## src/rtl/pca_pkg.sv

```systemverilog
// Shared constants for the conditional anti-windup PID block.
// Depends on nothing; every rtl file refers to it by scoped names.
package pca_pkg;

  localparam int DATA_WIDTH_DEF = 32;
  localparam int FRAC_BITS_DEF  = 16;
  localparam int STEP_FRAC      = 16;

  localparam int IN_W   = 32;
  localparam int LIM_W  = 31;
  localparam int TS_W   = 16;
  localparam int CFG_W  = 32;
  localparam int IDX_W  = 3;

  localparam logic [IDX_W-1:0] REG_KP   = 3'd0;
  localparam logic [IDX_W-1:0] REG_KI   = 3'd1;
  localparam logic [IDX_W-1:0] REG_KD   = 3'd2;
  localparam logic [IDX_W-1:0] REG_OLIM = 3'd3;
  localparam logic [IDX_W-1:0] REG_ILIM = 3'd4;

  localparam logic REQ_CLEAR = 1'b1;

  localparam logic [LIM_W-1:0] LIM_RESET = 31'd65536;

endpackage

```

## src/rtl/pid_conditional_antiwindup.sv

```systemverilog
// Top level of the PID step with conditional anti-windup and derivative on measurement.
// Sequences pca_mul and pca_div; constants come from pca_pkg.
//
// channel   dir  handshake                    payload
// s_axis    in   s_axis_tvalid/s_axis_tready  tdata: target, measurement, time_step; tuser: req
// m_axis    out  m_axis_tvalid/m_axis_tready  tdata: drive; tuser: drive_clamped
// cfg       in   cfg_we_i (no wait)           cfg_idx_i selects register, cfg_data_i value
//
// A clear or zero-step transaction goes from accept straight to the output load.
// A compute step runs accept and setup, then each serial multiply and the divide, then
// the sum and output load. With the integral update taken that is five multiplies and
// the divide; the first step after reset or clear skips the divide and one multiply,
// and a step that takes no integral update skips another multiply. One item is in work at
// a time; the result register holds a result while m_axis_tready is low and the next item
// may already be taken. Reset restores gains, limits and state.
module pid_conditional_antiwindup #(
  parameter int DATA_WIDTH = pca_pkg::DATA_WIDTH_DEF,
  parameter int FRAC_BITS  = pca_pkg::FRAC_BITS_DEF
) (
  input  logic                       clk_i,
  input  logic                       rst_ni,
  input  logic                       s_axis_tvalid,
  output logic                       s_axis_tready,
  input  logic [79:0]                s_axis_tdata,  // target[31:0], measurement, time_step
  input  logic                       s_axis_tuser,  // req_type
  output logic                       m_axis_tvalid,
  input  logic                       m_axis_tready,
  output logic [31:0]                m_axis_tdata,  // drive[31:0]
  output logic                       m_axis_tuser,  // drive_clamped
  input  logic                       cfg_we_i,
  input  logic [pca_pkg::IDX_W-1:0]  cfg_idx_i,
  input  logic [pca_pkg::CFG_W-1:0]  cfg_data_i
);
  localparam int W  = DATA_WIDTH;
  localparam int XW = ((W > pca_pkg::IN_W) ? W : pca_pkg::IN_W) + 2;
  localparam int THR = ((1 << FRAC_BITS) + 50) / 100;
  localparam logic signed [XW-1:0] MAXX = {{(XW - W + 1){1'b0}}, {(W - 1){1'b1}}};
  localparam logic signed [XW-1:0] MINX = ~MAXX;
  localparam logic signed [XW-1:0] THRX = XW'(THR);
  localparam logic signed [W-1:0]  DMAX = {1'b0, {(W - 1){1'b1}}};
  localparam logic signed [W-1:0]  DMIN = ~DMAX;
  localparam logic [W+15:0]        QMAX = {17'd0, {(W - 1){1'b1}}};
  localparam logic [W+15:0]        QNEG = {16'd0, 1'b1, {(W - 1){1'b0}}};

  localparam logic [3:0] ST_IDLE = 4'd0;
  localparam logic [3:0] ST_PREP = 4'd1;
  localparam logic [3:0] ST_P    = 4'd2;
  localparam logic [3:0] ST_T    = 4'd3;
  localparam logic [3:0] ST_E    = 4'd4;
  localparam logic [3:0] ST_I    = 4'd5;
  localparam logic [3:0] ST_DV   = 4'd6;
  localparam logic [3:0] ST_D    = 4'd7;
  localparam logic [3:0] ST_SUM  = 4'd8;
  localparam logic [3:0] ST_OUT  = 4'd9;

  function automatic logic signed [W-1:0] sat_x(input logic signed [XW-1:0] v);
    logic signed [W-1:0] r;
    if (v > MAXX) begin
      r = DMAX;
    end else if (v < MINX) begin
      r = DMIN;
    end else begin
      r = v[W-1:0];
    end
    return r;
  endfunction

  function automatic logic signed [XW-1:0] ext(input logic signed [W-1:0] v);
    return XW'(v);
  endfunction

  logic [3:0] state_q;
  logic       run_q;

  logic signed [pca_pkg::IN_W-1:0] kp_q, ki_q, kd_q;
  logic [pca_pkg::LIM_W-1:0]       olim_q, ilim_q;

  logic signed [W-1:0] integ_q, last_q;
  logic                first_q;

  logic signed [pca_pkg::IN_W-1:0] sp_raw_q, ms_raw_q;
  logic [pca_pkg::TS_W-1:0]        ts_q;
  logic signed [W-1:0]             ms_q, err_q, p_q, i_q, d_q, deriv_q;
  logic signed [W-1:0]             res_drive_q;
  logic                            res_clamp_q;

  logic [31:0] out_data_q;
  logic        out_clamp_q, out_valid_q;

  logic signed [W-1:0] kp_w, ki_w, kd_w, omax, imax, sp_w, ms_w, delta, o1, o2;
  logic [W-1:0]        mag;
  logic                small_sp, cond;
  logic signed [W-1:0] pot, new_integ;

  logic                mul_start, mul_step, mul_done;
  logic signed [W:0]   mul_a, mul_b;
  logic signed [W-1:0] mul_res;
  logic                div_start, div_done;
  logic [W+15:0]       div_quo;

  always_comb begin
    kp_w  = sat_x(XW'(kp_q));
    ki_w  = sat_x(XW'(ki_q));
    kd_w  = sat_x(XW'(kd_q));
    omax  = sat_x(XW'({1'b0, olim_q}));
    imax  = sat_x(XW'({1'b0, ilim_q}));
    sp_w  = sat_x(XW'(sp_raw_q));
    ms_w  = sat_x(XW'(ms_raw_q));
    small_sp = (ext(sp_w) < THRX) && (ext(sp_w) > -THRX);
    delta = sat_x(ext(ms_q) - ext(last_q));
    mag   = delta[W-1] ? (~delta + 1'b1) : delta;
    pot   = sat_x(ext(p_q) + ext(mul_res));
    // Integrate inside the band, or when the error drives back toward it.
    cond  = ((pot < omax) && (pot > -omax)) ||
            ((err_q > 0) && (pot < -omax)) ||
            ((err_q < 0) && (pot > omax));
    new_integ = sat_x(ext(integ_q) + ext(mul_res));
    if (new_integ > imax) begin
      new_integ = imax;
    end else if (new_integ < -imax) begin
      new_integ = -imax;
    end
    o1 = sat_x(ext(p_q) + ext(i_q));
    o2 = sat_x(ext(o1) + ext(d_q));
  end

  always_comb begin
    mul_a    = (W + 1)'(kp_w);
    mul_b    = (W + 1)'(err_q);
    mul_step = 1'b0;
    unique case (state_q)
      ST_T, ST_I: begin
        mul_a = (W + 1)'(ki_w);
        mul_b = (W + 1)'(integ_q);
      end
      ST_E: begin
        mul_a    = (W + 1)'(err_q);
        mul_b    = {{(W + 1 - pca_pkg::TS_W){1'b0}}, ts_q};
        mul_step = 1'b1;
      end
      ST_D: begin
        mul_a = (W + 1)'(kd_w);
        mul_b = (W + 1)'(deriv_q);
      end
      default: begin
      end
    endcase
    mul_start = !run_q && ((state_q == ST_P) || (state_q == ST_T) ||
                           (state_q == ST_E) || (state_q == ST_I) || (state_q == ST_D));
    div_start = !run_q && (state_q == ST_DV);
  end

  pca_mul #(.DATA_WIDTH(DATA_WIDTH), .FRAC_BITS(FRAC_BITS)) u_mul (
    .clk_i       (clk_i),
    .rst_ni      (rst_ni),
    .start_i     (mul_start),
    .step_shift_i(mul_step),
    .a_i         (mul_a),
    .b_i         (mul_b),
    .done_o      (mul_done),
    .res_o       (mul_res)
  );

  pca_div #(.DATA_WIDTH(DATA_WIDTH)) u_div (
    .clk_i  (clk_i),
    .rst_ni (rst_ni),
    .start_i(div_start),
    .mag_i  (mag),
    .ts_i   (ts_q),
    .done_o (div_done),
    .quo_o  (div_quo)
  );

  assign s_axis_tready = (state_q == ST_IDLE);

  always_ff @(posedge clk_i or negedge rst_ni) begin
    if (!rst_ni) begin
      kp_q   <= '0;
      ki_q   <= '0;
      kd_q   <= '0;
      olim_q <= pca_pkg::LIM_RESET;
      ilim_q <= pca_pkg::LIM_RESET;
    end else if (cfg_we_i) begin
      unique case (cfg_idx_i)
        pca_pkg::REG_KP:   kp_q   <= cfg_data_i;
        pca_pkg::REG_KI:   ki_q   <= cfg_data_i;
        pca_pkg::REG_KD:   kd_q   <= cfg_data_i;
        pca_pkg::REG_OLIM: olim_q <= cfg_data_i[pca_pkg::LIM_W-1:0];
        pca_pkg::REG_ILIM: ilim_q <= cfg_data_i[pca_pkg::LIM_W-1:0];
        default: begin
        end
      endcase
    end
  end

  always_ff @(posedge clk_i or negedge rst_ni) begin
    if (!rst_ni) begin
      state_q     <= ST_IDLE;
      run_q       <= 1'b0;
      integ_q     <= '0;
      last_q      <= '0;
      first_q     <= 1'b1;
      out_valid_q <= 1'b0;
      ms_q        <= '0;
      err_q       <= '0;
      p_q         <= '0;
      i_q         <= '0;
      d_q         <= '0;
      deriv_q     <= '0;
      res_drive_q <= '0;
      res_clamp_q <= 1'b0;
      out_data_q  <= '0;
      out_clamp_q <= 1'b0;
    end else begin
      if (mul_start || div_start) begin
        run_q <= 1'b1;
      end
      if (m_axis_tready) begin
        out_valid_q <= 1'b0;
      end
      unique case (state_q)
        ST_IDLE: begin
          if (s_axis_tvalid) begin
            res_drive_q <= '0;
            res_clamp_q <= 1'b0;
            if (s_axis_tuser == pca_pkg::REQ_CLEAR) begin
              integ_q <= '0;
              last_q  <= '0;
              first_q <= 1'b1;
              state_q <= ST_OUT;
            end else if (s_axis_tdata[79:64] == '0) begin
              state_q <= ST_OUT;
            end else begin
              state_q <= ST_PREP;
            end
          end
        end
        ST_PREP: begin
          ms_q  <= ms_w;
          err_q <= sat_x(ext(sp_w) - ext(ms_w));
          if (small_sp) begin
            integ_q <= '0;
          end
          state_q <= ST_P;
        end
        ST_P: begin
          if (mul_done) begin
            p_q     <= mul_res;
            run_q   <= 1'b0;
            state_q <= ST_T;
          end
        end
        ST_T: begin
          if (mul_done) begin
            run_q   <= 1'b0;
            state_q <= cond ? ST_E : ST_I;
          end
        end
        ST_E: begin
          if (mul_done) begin
            integ_q <= new_integ;
            run_q   <= 1'b0;
            state_q <= ST_I;
          end
        end
        ST_I: begin
          if (mul_done) begin
            i_q     <= mul_res;
            d_q     <= '0;
            run_q   <= 1'b0;
            state_q <= first_q ? ST_SUM : ST_DV;
          end
        end
        ST_DV: begin
          if (div_done) begin
            if (!delta[W-1]) begin
              deriv_q <= (div_quo > QMAX) ? DMAX : div_quo[W-1:0];
            end else begin
              deriv_q <= (div_quo > QNEG) ? DMIN : (~div_quo[W-1:0] + 1'b1);
            end
            run_q   <= 1'b0;
            state_q <= ST_D;
          end
        end
        ST_D: begin
          if (mul_done) begin
            d_q     <= (mul_res == DMIN) ? DMAX : -mul_res;
            run_q   <= 1'b0;
            state_q <= ST_SUM;
          end
        end
        ST_SUM: begin
          if (o2 > omax) begin
            res_drive_q <= omax;
            res_clamp_q <= 1'b1;
          end else if (o2 < -omax) begin
            res_drive_q <= -omax;
            res_clamp_q <= 1'b1;
          end else begin
            res_drive_q <= o2;
            res_clamp_q <= 1'b0;
          end
          last_q  <= ms_q;
          first_q <= 1'b0;
          state_q <= ST_OUT;
        end
        ST_OUT: begin
          if (!out_valid_q || m_axis_tready) begin
            out_data_q  <= 32'(res_drive_q);
            out_clamp_q <= res_clamp_q;
            out_valid_q <= 1'b1;
            state_q     <= ST_IDLE;
          end
        end
        default: begin
          state_q <= ST_IDLE;
        end
      endcase
    end
  end

  always_ff @(posedge clk_i) begin
    if (s_axis_tready && s_axis_tvalid) begin
      sp_raw_q <= s_axis_tdata[31:0];
      ms_raw_q <= s_axis_tdata[63:32];
      ts_q     <= s_axis_tdata[79:64];
    end
  end

  assign m_axis_tvalid = out_valid_q;
  assign m_axis_tdata  = out_data_q;
  assign m_axis_tuser  = out_clamp_q;

endmodule

```

## src/rtl/pca_mul.sv

```systemverilog
// Bit-serial signed multiplier with floor shift and saturation.
// One multiplier bit per cycle; uses pca_pkg for the step shift.
module pca_mul #(
  parameter int DATA_WIDTH = pca_pkg::DATA_WIDTH_DEF,
  parameter int FRAC_BITS  = pca_pkg::FRAC_BITS_DEF
) (
  input  logic                         clk_i,
  input  logic                         rst_ni,
  input  logic                         start_i,
  input  logic                         step_shift_i,
  input  logic signed [DATA_WIDTH:0]   a_i,
  input  logic signed [DATA_WIDTH:0]   b_i,
  output logic                         done_o,
  output logic signed [DATA_WIDTH-1:0] res_o
);
  localparam int W  = DATA_WIDTH;
  localparam int PW = 2 * W + 3;
  localparam int CW = $clog2(W + 1);
  localparam logic signed [PW-1:0] PMAX = {{(W + 4){1'b0}}, {(W - 1){1'b1}}};
  localparam logic signed [PW-1:0] PMIN = ~PMAX;

  logic signed [W:0]   a_q;
  logic signed [W+1:0] acc_q, acc_d, sum;
  logic        [W:0]   lo_q, lo_d;
  logic        [CW-1:0] cnt_q;
  logic                busy_q, done_q;
  logic signed [W+1:0] addend;
  logic signed [PW-1:0] prod, shifted;

  // The top bit of the multiplier has negative weight.
  always_comb begin
    addend = (W + 2)'(a_q);
    if (cnt_q == CW'(W)) begin
      addend = -addend;
    end
    sum   = acc_q + (lo_q[0] ? addend : '0);
    acc_d = sum >>> 1;
    lo_d  = {sum[0], lo_q[W:1]};
  end

  always_ff @(posedge clk_i or negedge rst_ni) begin
    if (!rst_ni) begin
      busy_q <= 1'b0;
      done_q <= 1'b0;
      cnt_q  <= '0;
    end else begin
      done_q <= 1'b0;
      if (start_i) begin
        busy_q <= 1'b1;
        cnt_q  <= '0;
      end else if (busy_q) begin
        if (cnt_q == CW'(W)) begin
          busy_q <= 1'b0;
          done_q <= 1'b1;
        end else begin
          cnt_q <= cnt_q + 1'b1;
        end
      end
    end
  end

  always_ff @(posedge clk_i) begin
    if (start_i) begin
      a_q   <= a_i;
      lo_q  <= b_i;
      acc_q <= '0;
    end else if (busy_q) begin
      acc_q <= acc_d;
      lo_q  <= lo_d;
    end
  end

  // The accumulator carries the sign, so the full product keeps it.
  always_comb begin
    prod    = $signed({acc_q, lo_q});
    shifted = step_shift_i ? (prod >>> pca_pkg::STEP_FRAC) : (prod >>> FRAC_BITS);
    if (shifted > PMAX) begin
      res_o = PMAX[W-1:0];
    end else if (shifted < PMIN) begin
      res_o = PMIN[W-1:0];
    end else begin
      res_o = shifted[W-1:0];
    end
  end

  assign done_o = done_q;

endmodule

```

## src/rtl/pca_div.sv

```systemverilog
// Restoring radix-2 divider for the derivative quotient (mag * 2^16) / ts.
// One quotient bit per cycle; uses pca_pkg for the step width.
module pca_div #(
  parameter int DATA_WIDTH = pca_pkg::DATA_WIDTH_DEF
) (
  input  logic                          clk_i,
  input  logic                          rst_ni,
  input  logic                          start_i,
  input  logic [DATA_WIDTH-1:0]         mag_i,
  input  logic [pca_pkg::TS_W-1:0]      ts_i,
  output logic                          done_o,
  output logic [DATA_WIDTH+15:0]        quo_o
);
  localparam int NW = DATA_WIDTH + pca_pkg::STEP_FRAC;
  localparam int CW = $clog2(NW);
  localparam int TW = pca_pkg::TS_W;

  logic [NW-1:0] nq_q;
  logic [TW-1:0] rem_q, den_q;
  logic [TW:0]   r2, diff;
  logic          ge;
  logic [CW-1:0] cnt_q;
  logic          busy_q, done_q;

  always_comb begin
    r2   = {rem_q, nq_q[NW-1]};
    diff = r2 - {1'b0, den_q};
    ge   = r2 >= {1'b0, den_q};
  end

  always_ff @(posedge clk_i or negedge rst_ni) begin
    if (!rst_ni) begin
      busy_q <= 1'b0;
      done_q <= 1'b0;
      cnt_q  <= '0;
    end else begin
      done_q <= 1'b0;
      if (start_i) begin
        busy_q <= 1'b1;
        cnt_q  <= '0;
      end else if (busy_q) begin
        if (cnt_q == CW'(NW - 1)) begin
          busy_q <= 1'b0;
          done_q <= 1'b1;
        end else begin
          cnt_q <= cnt_q + 1'b1;
        end
      end
    end
  end

  // Numerator bits leave at the top while quotient bits enter at the bottom.
  always_ff @(posedge clk_i) begin
    if (start_i) begin
      nq_q  <= {mag_i, {pca_pkg::STEP_FRAC{1'b0}}};
      rem_q <= '0;
      den_q <= ts_i;
    end else if (busy_q) begin
      nq_q  <= {nq_q[NW-2:0], ge};
      rem_q <= ge ? diff[TW-1:0] : r2[TW-1:0];
    end
  end

  assign done_o = done_q;
  assign quo_o  = nq_q;

endmodule

```

## config.mk

```make
export PLATFORM = sky130hd
export DESIGN_NAME = pid_conditional_antiwindup
export DESIGN_NICKNAME = d
export VERILOG_FILES = /design/src/rtl/pca_pkg.sv /design/src/rtl/pid_conditional_antiwindup.sv /design/src/rtl/pca_mul.sv /design/src/rtl/pca_div.sv
export SDC_FILE = /design/constraint.sdc
export NUM_CORES = 2
export LEC_CHECK = 0
export ABC_AREA = 1
export ABC_CLOCK_PERIOD_IN_PS = 21600
export BUFFER_PORTS_ARGS = -buffer_cell sky130_fd_sc_hd__buf_2
export CAP_MARGIN = 10
export CELL_PAD_IN_SITES_DETAIL_PLACEMENT = 1
export CELL_PAD_IN_SITES_GLOBAL_PLACEMENT = 2
export CORE_AREA = 2 2 368 370
export DETAILED_ROUTE_END_ITERATION = 10
export DIE_AREA = 0 0 370 372
export GPL_TIMING_DRIVEN = 0
export PLACE_DENSITY_LB_ADDON = 0.1
export SLEW_MARGIN = 10
export SYNTH_ARGS = -nofsm -noshare
export SYNTH_HDL_FRONTEND = slang
export SYNTH_SLANG_ARGS = --single-unit
```

## constraint.sdc

```tcl
create_clock -name clk_i -period 21.6 [get_ports clk_i]
set_clock_uncertainty 0.15 [all_clocks]
set_input_delay 3.24 -clock clk_i [delete_from_list [all_inputs] [get_ports clk_i]]
set_output_delay 3.24 -clock clk_i [all_outputs]
set_load 0.005 [all_outputs]
```

==> metrics.txt <==
# TYPE chip_impl_metric gauge
chip_impl_metric{name="share_of_cells_above_drive_strength_1",unit="%"} 6.195
chip_impl_metric{name="largest_register_ffs",unit=""} 48
chip_impl_metric{name="io_count",unit=""} 156
chip_impl_info{name="timing.critical_path.mode_cell",value="sky130_fd_sc_hd__nand2_1"} 1
chip_impl_metric{name="total_overflow_reported_by_the_global_router",unit=""} 0
chip_impl_info{name="critical_path.endpoint_type",value="flip-flop"} 1
chip_impl_metric{name="cts_post_setup_buffers_inserted",unit=""} 0
chip_impl_metric{name="area.growth.synth_to_final",unit="%"} 11.65
chip_impl_metric{name="synth.lib_cells_used.distinct",unit=""} 74
chip_impl_metric{name="register_area",unit="µm²"} 19690
chip_impl_metric{name="finalSetupViolations",unit=""} 0
chip_impl_metric{name="post_cts_resized",unit=""} 0
chip_impl_metric{name="wl",unit="µm"} 231900
chip_impl_metric{name="report.final.slew_viol_count",unit=""} 0
chip_impl_metric{name="cts_sinks",unit=""} 761
chip_impl_info{name="critPathLaunch",value="p_q[0]$_DFFE_PN0P_"} 1
chip_impl_metric{name="total_power_divided_by_cell_area",unit="nW/µm²"} 186.7
chip_impl_metric{name="instance_count_of_the_mapped_netlist",unit=""} 7348
chip_impl_metric{name="rd_place_congestion",unit=""} 0.9487
chip_impl_metric{name="number_of_synthesized_register_bits",unit=""} 761
chip_impl_metric{name="grt_start_max_net_pins",unit=""} 100
chip_impl_metric{name="max-slew-margin-rel",unit="%"} 5.414
chip_impl_info{name="critical-path-slowest-cell",value="sky130_fd_sc_hd__o21ai_0"} 1
chip_impl_metric{name="num-nets-final",unit=""} 8172
chip_impl_metric{name="die_width",unit="µm"} 370
chip_impl_metric{name="grtUsageMet3",unit="%"} 4.665
chip_impl_metric{name="synth_nets",unit=""} 7913
chip_impl_metric{name="grt.total_usage",unit="%"} 33.38
chip_impl_metric{name="clk_path_buf_depth",unit=""} 3
chip_impl_metric{name="dieArea",unit="µm²"} 137600
chip_impl_metric{name="fin_crit_period",unit="ps"} 10080
chip_impl_metric{name="drt-initial-drc-count",unit=""} 4525
chip_impl_metric{name="cts-buffers-inserted",unit=""} 92
chip_impl_info{name="yosys_most_used_dff",value="sky130_fd_sc_hd__dfrtp_1"} 1
chip_impl_info{name="timing_worst_setup_path_type",value="reg -> reg"} 1
chip_impl_metric{name="port_buffer_count",unit=""} 155
chip_impl_metric{name="first_global_vias",unit=""} 54390
chip_impl_metric{name="vias_per_cell",unit=""} 5.668
chip_impl_info{name="hold_start",value="ts_q[15]$_DFFE_PP_"} 1
chip_impl_metric{name="cpPeakStageDelay",unit="ps"} 1010
chip_impl_metric{name="detailed_place_hpwl",unit="µm"} 188800
chip_impl_metric{name="synth.yosys.seq_area_share",unit="%"} 36.15
chip_impl_metric{name="use_met2",unit="%"} 55.06
chip_impl_metric{name="cap_violations",unit=""} 0
chip_impl_info{name="unrepaired_setup_endpoints_after_global_routing",value="false"} 1
chip_impl_info{name="root_buffer",value="sky130_fd_sc_hd__clkbuf_16"} 1
chip_impl_metric{name="wl_per_cell",unit="µm"} 24.50
chip_impl_info{name="hp-class",value="reg -> reg"} 1
chip_impl_info{name="worstSetupStartpointType",value="flip-flop"} 1
chip_impl_metric{name="clkSlewWorstSetupHoldPaths",unit="ps"} 60
chip_impl_info{name="run_status",value="finished, final reports clean"} 1
chip_impl_metric{name="overall_via_count_from_detail_route",unit=""} 53660
chip_impl_metric{name="remaining_drc_errors",unit=""} 0
chip_impl_metric{name="tightestPinTransition",unit="ps"} 1419
chip_impl_info{name="cpLargestDelayFamily",value="simple AND/OR/NAND/NOR gates"} 1
chip_impl_metric{name="multiInputGateArea",unit="µm²"} 30650
chip_impl_metric{name="grtUsageMet1",unit="%"} 44.78
chip_impl_metric{name="syn_area_cell",unit="µm²"} 7.412
chip_impl_metric{name="number_of_buffers_added_to_fix_hold_violations_after_cts",unit=""} 0
chip_impl_metric{name="synth-edff-count",unit=""} 193
chip_impl_metric{name="firstDrtPassIters",unit=""} 5
chip_impl_metric{name="die_y",unit="µm"} 372
chip_impl_metric{name="final.fill_count",unit=""} 16920
chip_impl_metric{name="worst_skew_pair.late_latency",unit="ps"} 700
chip_impl_metric{name="grt_antenna_before_repair",unit=""} 15
chip_impl_metric{name="required",unit="ps"} 22060
chip_impl_metric{name="irDropWorstVdd",unit="mV"} 0.1628
chip_impl_info{name="cts_tree",value="built"} 1
chip_impl_metric{name="core_area",unit="µm²"} 134300
chip_impl_metric{name="number_of_hold_violations_in_the_final_report",unit=""} 0
chip_impl_metric{name="synth_area",unit="µm²"} 54460
chip_impl_metric{name="p_total",unit="mW"} 11.35
chip_impl_metric{name="maxClockFrequency",unit="MHz"} 99.19
chip_impl_metric{name="highest_net_fanout_along_the_worst_path",unit=""} 10
chip_impl_metric{name="initial_utilization",unit="%"} 40.56
chip_impl_metric{name="cts_htree_levels",unit=""} 3
chip_impl_metric{name="synth_warnings",unit=""} 0
chip_impl_metric{name="arrival_time_of_the_worst_setup_path",unit="ps"} 10540
chip_impl_info{name="launch_instance_of_the_worst_register_to_register_path",value="p_q[0]$_DFFE_PN0P_"} 1
chip_impl_info{name="global_route_layer_with_the_greatest_usage",value="met2"} 1
chip_impl_metric{name="grt_first_pass_wirelength",unit="µm"} 346000
chip_impl_metric{name="drt.antenna.violating_nets",unit=""} 0
chip_impl_metric{name="setup_tns",unit="ps"} 0
chip_impl_metric{name="leakagePower",unit="nW"} 29.33
chip_impl_metric{name="period_share",unit="%"} 46.68
chip_impl_metric{name="cp.buffers_inverters",unit=""} 6
chip_impl_metric{name="postSynth.asyncResetShare",unit="%"} 66.10
chip_impl_metric{name="floorplan.rows",unit=""} 135
[where the power goes]
part / leakage (nW) / switching (mW) / internal (mW)
sequential: 8.99 / 0.366 / 1.94
clock: 1.49 / 0.678 / 0.930
combinational: 18.9 / 5.23 / 2.22
[per-layer routing]
metal | part of all wire, % | vias up | wire [µm]
met2 | 46 | 1431 | 106900
met3 | 6.2 | 360 | 14300
met4 | 3.6 | 12 | 8441
met1 | 44 | 26600 | 102200
met5 | 0.032 | - | 75
li1 | - | 25260 | -
[synth_stat cells (7+ instances only)]
| cell | number | area [µm²] |
|---|---|---|
| sky130_fd_sc_hd__a211oi_1 | 15 | 112.6 |
| sky130_fd_sc_hd__a21o_1 | 21 | 157.7 |
| sky130_fd_sc_hd__a21oi_1 | 550 | 2753 |
| sky130_fd_sc_hd__a221oi_1 | 11 | 96.34 |
| sky130_fd_sc_hd__a22oi_1 | 34 | 255.2 |
| sky130_fd_sc_hd__a31oi_1 | 73 | 456.7 |
| sky130_fd_sc_hd__buf_1 | 13 | 48.80 |
| sky130_fd_sc_hd__buf_2 | 25 | 125.1 |
| sky130_fd_sc_hd__buf_4 | 7 | 52.55 |
| sky130_fd_sc_hd__clkbuf_1 | 219 | 822.0 |
| sky130_fd_sc_hd__dfrtp_1 | 500 | 12510 |
| sky130_fd_sc_hd__dfxtp_1 | 65 | 1301 |
| sky130_fd_sc_hd__edfxtp_1 | 193 | 5796 |
| sky130_fd_sc_hd__fa_1 | 8 | 160.2 |
| sky130_fd_sc_hd__ha_1 | 436 | 5455 |
| sky130_fd_sc_hd__inv_1 | 785 | 2947 |
| sky130_fd_sc_hd__inv_2 | 16 | 60.06 |
| sky130_fd_sc_hd__mux2_2 | 32 | 360.4 |
| sky130_fd_sc_hd__nand2_1 | 1892 | 7102 |
| sky130_fd_sc_hd__nand2_2 | 20 | 125.1 |
| sky130_fd_sc_hd__nand3_1 | 348 | 1742 |
| sky130_fd_sc_hd__nand3b_1 | 18 | 135.1 |
| sky130_fd_sc_hd__nand4_1 | 101 | 631.9 |
| sky130_fd_sc_hd__nor2_1 | 530 | 1989 |
| sky130_fd_sc_hd__nor2_2 | 11 | 68.82 |
| sky130_fd_sc_hd__nor3_1 | 112 | 560.5 |
| sky130_fd_sc_hd__nor4_1 | 52 | 325.3 |
| sky130_fd_sc_hd__o2111ai_1 | 34 | 297.8 |
| sky130_fd_sc_hd__o211ai_1 | 28 | 210.2 |
| sky130_fd_sc_hd__o21a_1 | 67 | 503.0 |
| sky130_fd_sc_hd__o21ai_0 | 657 | 3288 |
| sky130_fd_sc_hd__o21ai_1 | 21 | 105.1 |
| sky130_fd_sc_hd__o21bai_1 | 24 | 180.2 |
| sky130_fd_sc_hd__o221ai_1 | 15 | 131.4 |
| sky130_fd_sc_hd__o22ai_1 | 23 | 143.9 |
| sky130_fd_sc_hd__o311ai_0 | 7 | 61.31 |
| sky130_fd_sc_hd__o31ai_1 | 18 | 135.1 |
| sky130_fd_sc_hd__or2_2 | 20 | 125.1 |
| sky130_fd_sc_hd__xnor2_1 | 95 | 832.1 |
| sky130_fd_sc_hd__xor2_1 | 176 | 1541 |
[layout by cell type, fill, tap and decap left out, types with 65 or more instances in the layout]
cell / Yosys / routed
sky130_fd_sc_hd__a21oi_1: 550 / 549
sky130_fd_sc_hd__inv_1: 785 / 784
sky130_fd_sc_hd__dfxtp_1: 65 / 65
sky130_fd_sc_hd__edfxtp_1: 193 / 193
sky130_fd_sc_hd__nand2_1: 1892 / 1891
sky130_fd_sc_hd__nor2_1: 530 / 529
sky130_fd_sc_hd__xnor2_1: 95 / 95
sky130_fd_sc_hd__o21ai_0: 657 / 657
sky130_fd_sc_hd__a31oi_1: 73 / 73
sky130_fd_sc_hd__o21a_1: 67 / 67
sky130_fd_sc_hd__buf_2: 25 / 179
sky130_fd_sc_hd__clkbuf_1: 219 / 237
sky130_fd_sc_hd__nand3_1: 348 / 348
sky130_fd_sc_hd__dfrtp_1: 500 / 500
sky130_fd_sc_hd__xor2_1: 176 / 176
sky130_fd_sc_hd__nand4_1: 101 / 101
sky130_fd_sc_hd__nor3_1: 112 / 111
sky130_fd_sc_hd__ha_1: 436 / 436
sky130_fd_sc_hd__clkbuf_16: 0 / 96
[cell families (layout without fill, tap and decap cells)]
group           count (synthesis)  count (layout)  share of synthesized area, %
other cells                     0               3                             0
mux                            32              32                        0.6617
xor+xnor                      271             271                         4.358
simple gates                 3134            3134                         24.00
compound gates               1632            1632                         16.92
buf+inv                      1074            1409                         7.600
flops                         761             761                         36.15
fa+ha+maj                     444             444                         10.31
[final timing paths]
kind	to	slack, ps	cells past startpoint
max in group asynchronous	last_q[21]$_DFFE_PN0P_	17440	3
worst max-delay path	res_drive_q[22]$_DFFE_PN0P_	11520	48
worst min-delay path	u_div.den_q[15]$_DFFE_PP_	310	0
worst min register to register	u_div.den_q[15]$_DFFE_PP_	310	0
worst max register to register	res_drive_q[22]$_DFFE_PN0P_	11520	48
min in group asynchronous	u_mul.cnt_q[1]$_DFFE_PN0P_	2330	1
[final cells by class]
type                            count  share of cell area (%)
Sequential cell                   761                   32.38
Inverter                          805                   4.969
Tap cell                         1781                   3.665
Buffer                            269                   1.840
Multi-Input combinational cell   5513                   50.41
Clock buffer                      121                   4.204
Clock inverter                     49                  0.8252
Antenna cell                        3                 0.01235
Timing Repair Buffer              165                   1.696
[through the flow]
step	worst slack (ps)	utilization (%)	instances	hold WS [ps]	instance area, µm²
after global routing	10630	45.27	9464	327.9	60800
after CTS	11760	45.27	9464	310.9	60800
after detailed placement	11790	43.00	9294	296.4	57740
after floorplan	13890	-	7348	276.7	54460
after global placement	5961	42.79	9284	299.3	57460
final	11520	45.28	9467	307.8	60800
[worst register-to-register path, delay by kind of cell, from the launching register on]
kind,cells,cell delay [ps]
and+or+nand+nor,27,3190
xor gates and xnor gates,2,610
DFF,1,430
adders and majority gates,4,1520
buffers and inverters,6,1190
AOI/OAI and AO/OA,9,2910
Power figures use the tool's default switching activity.
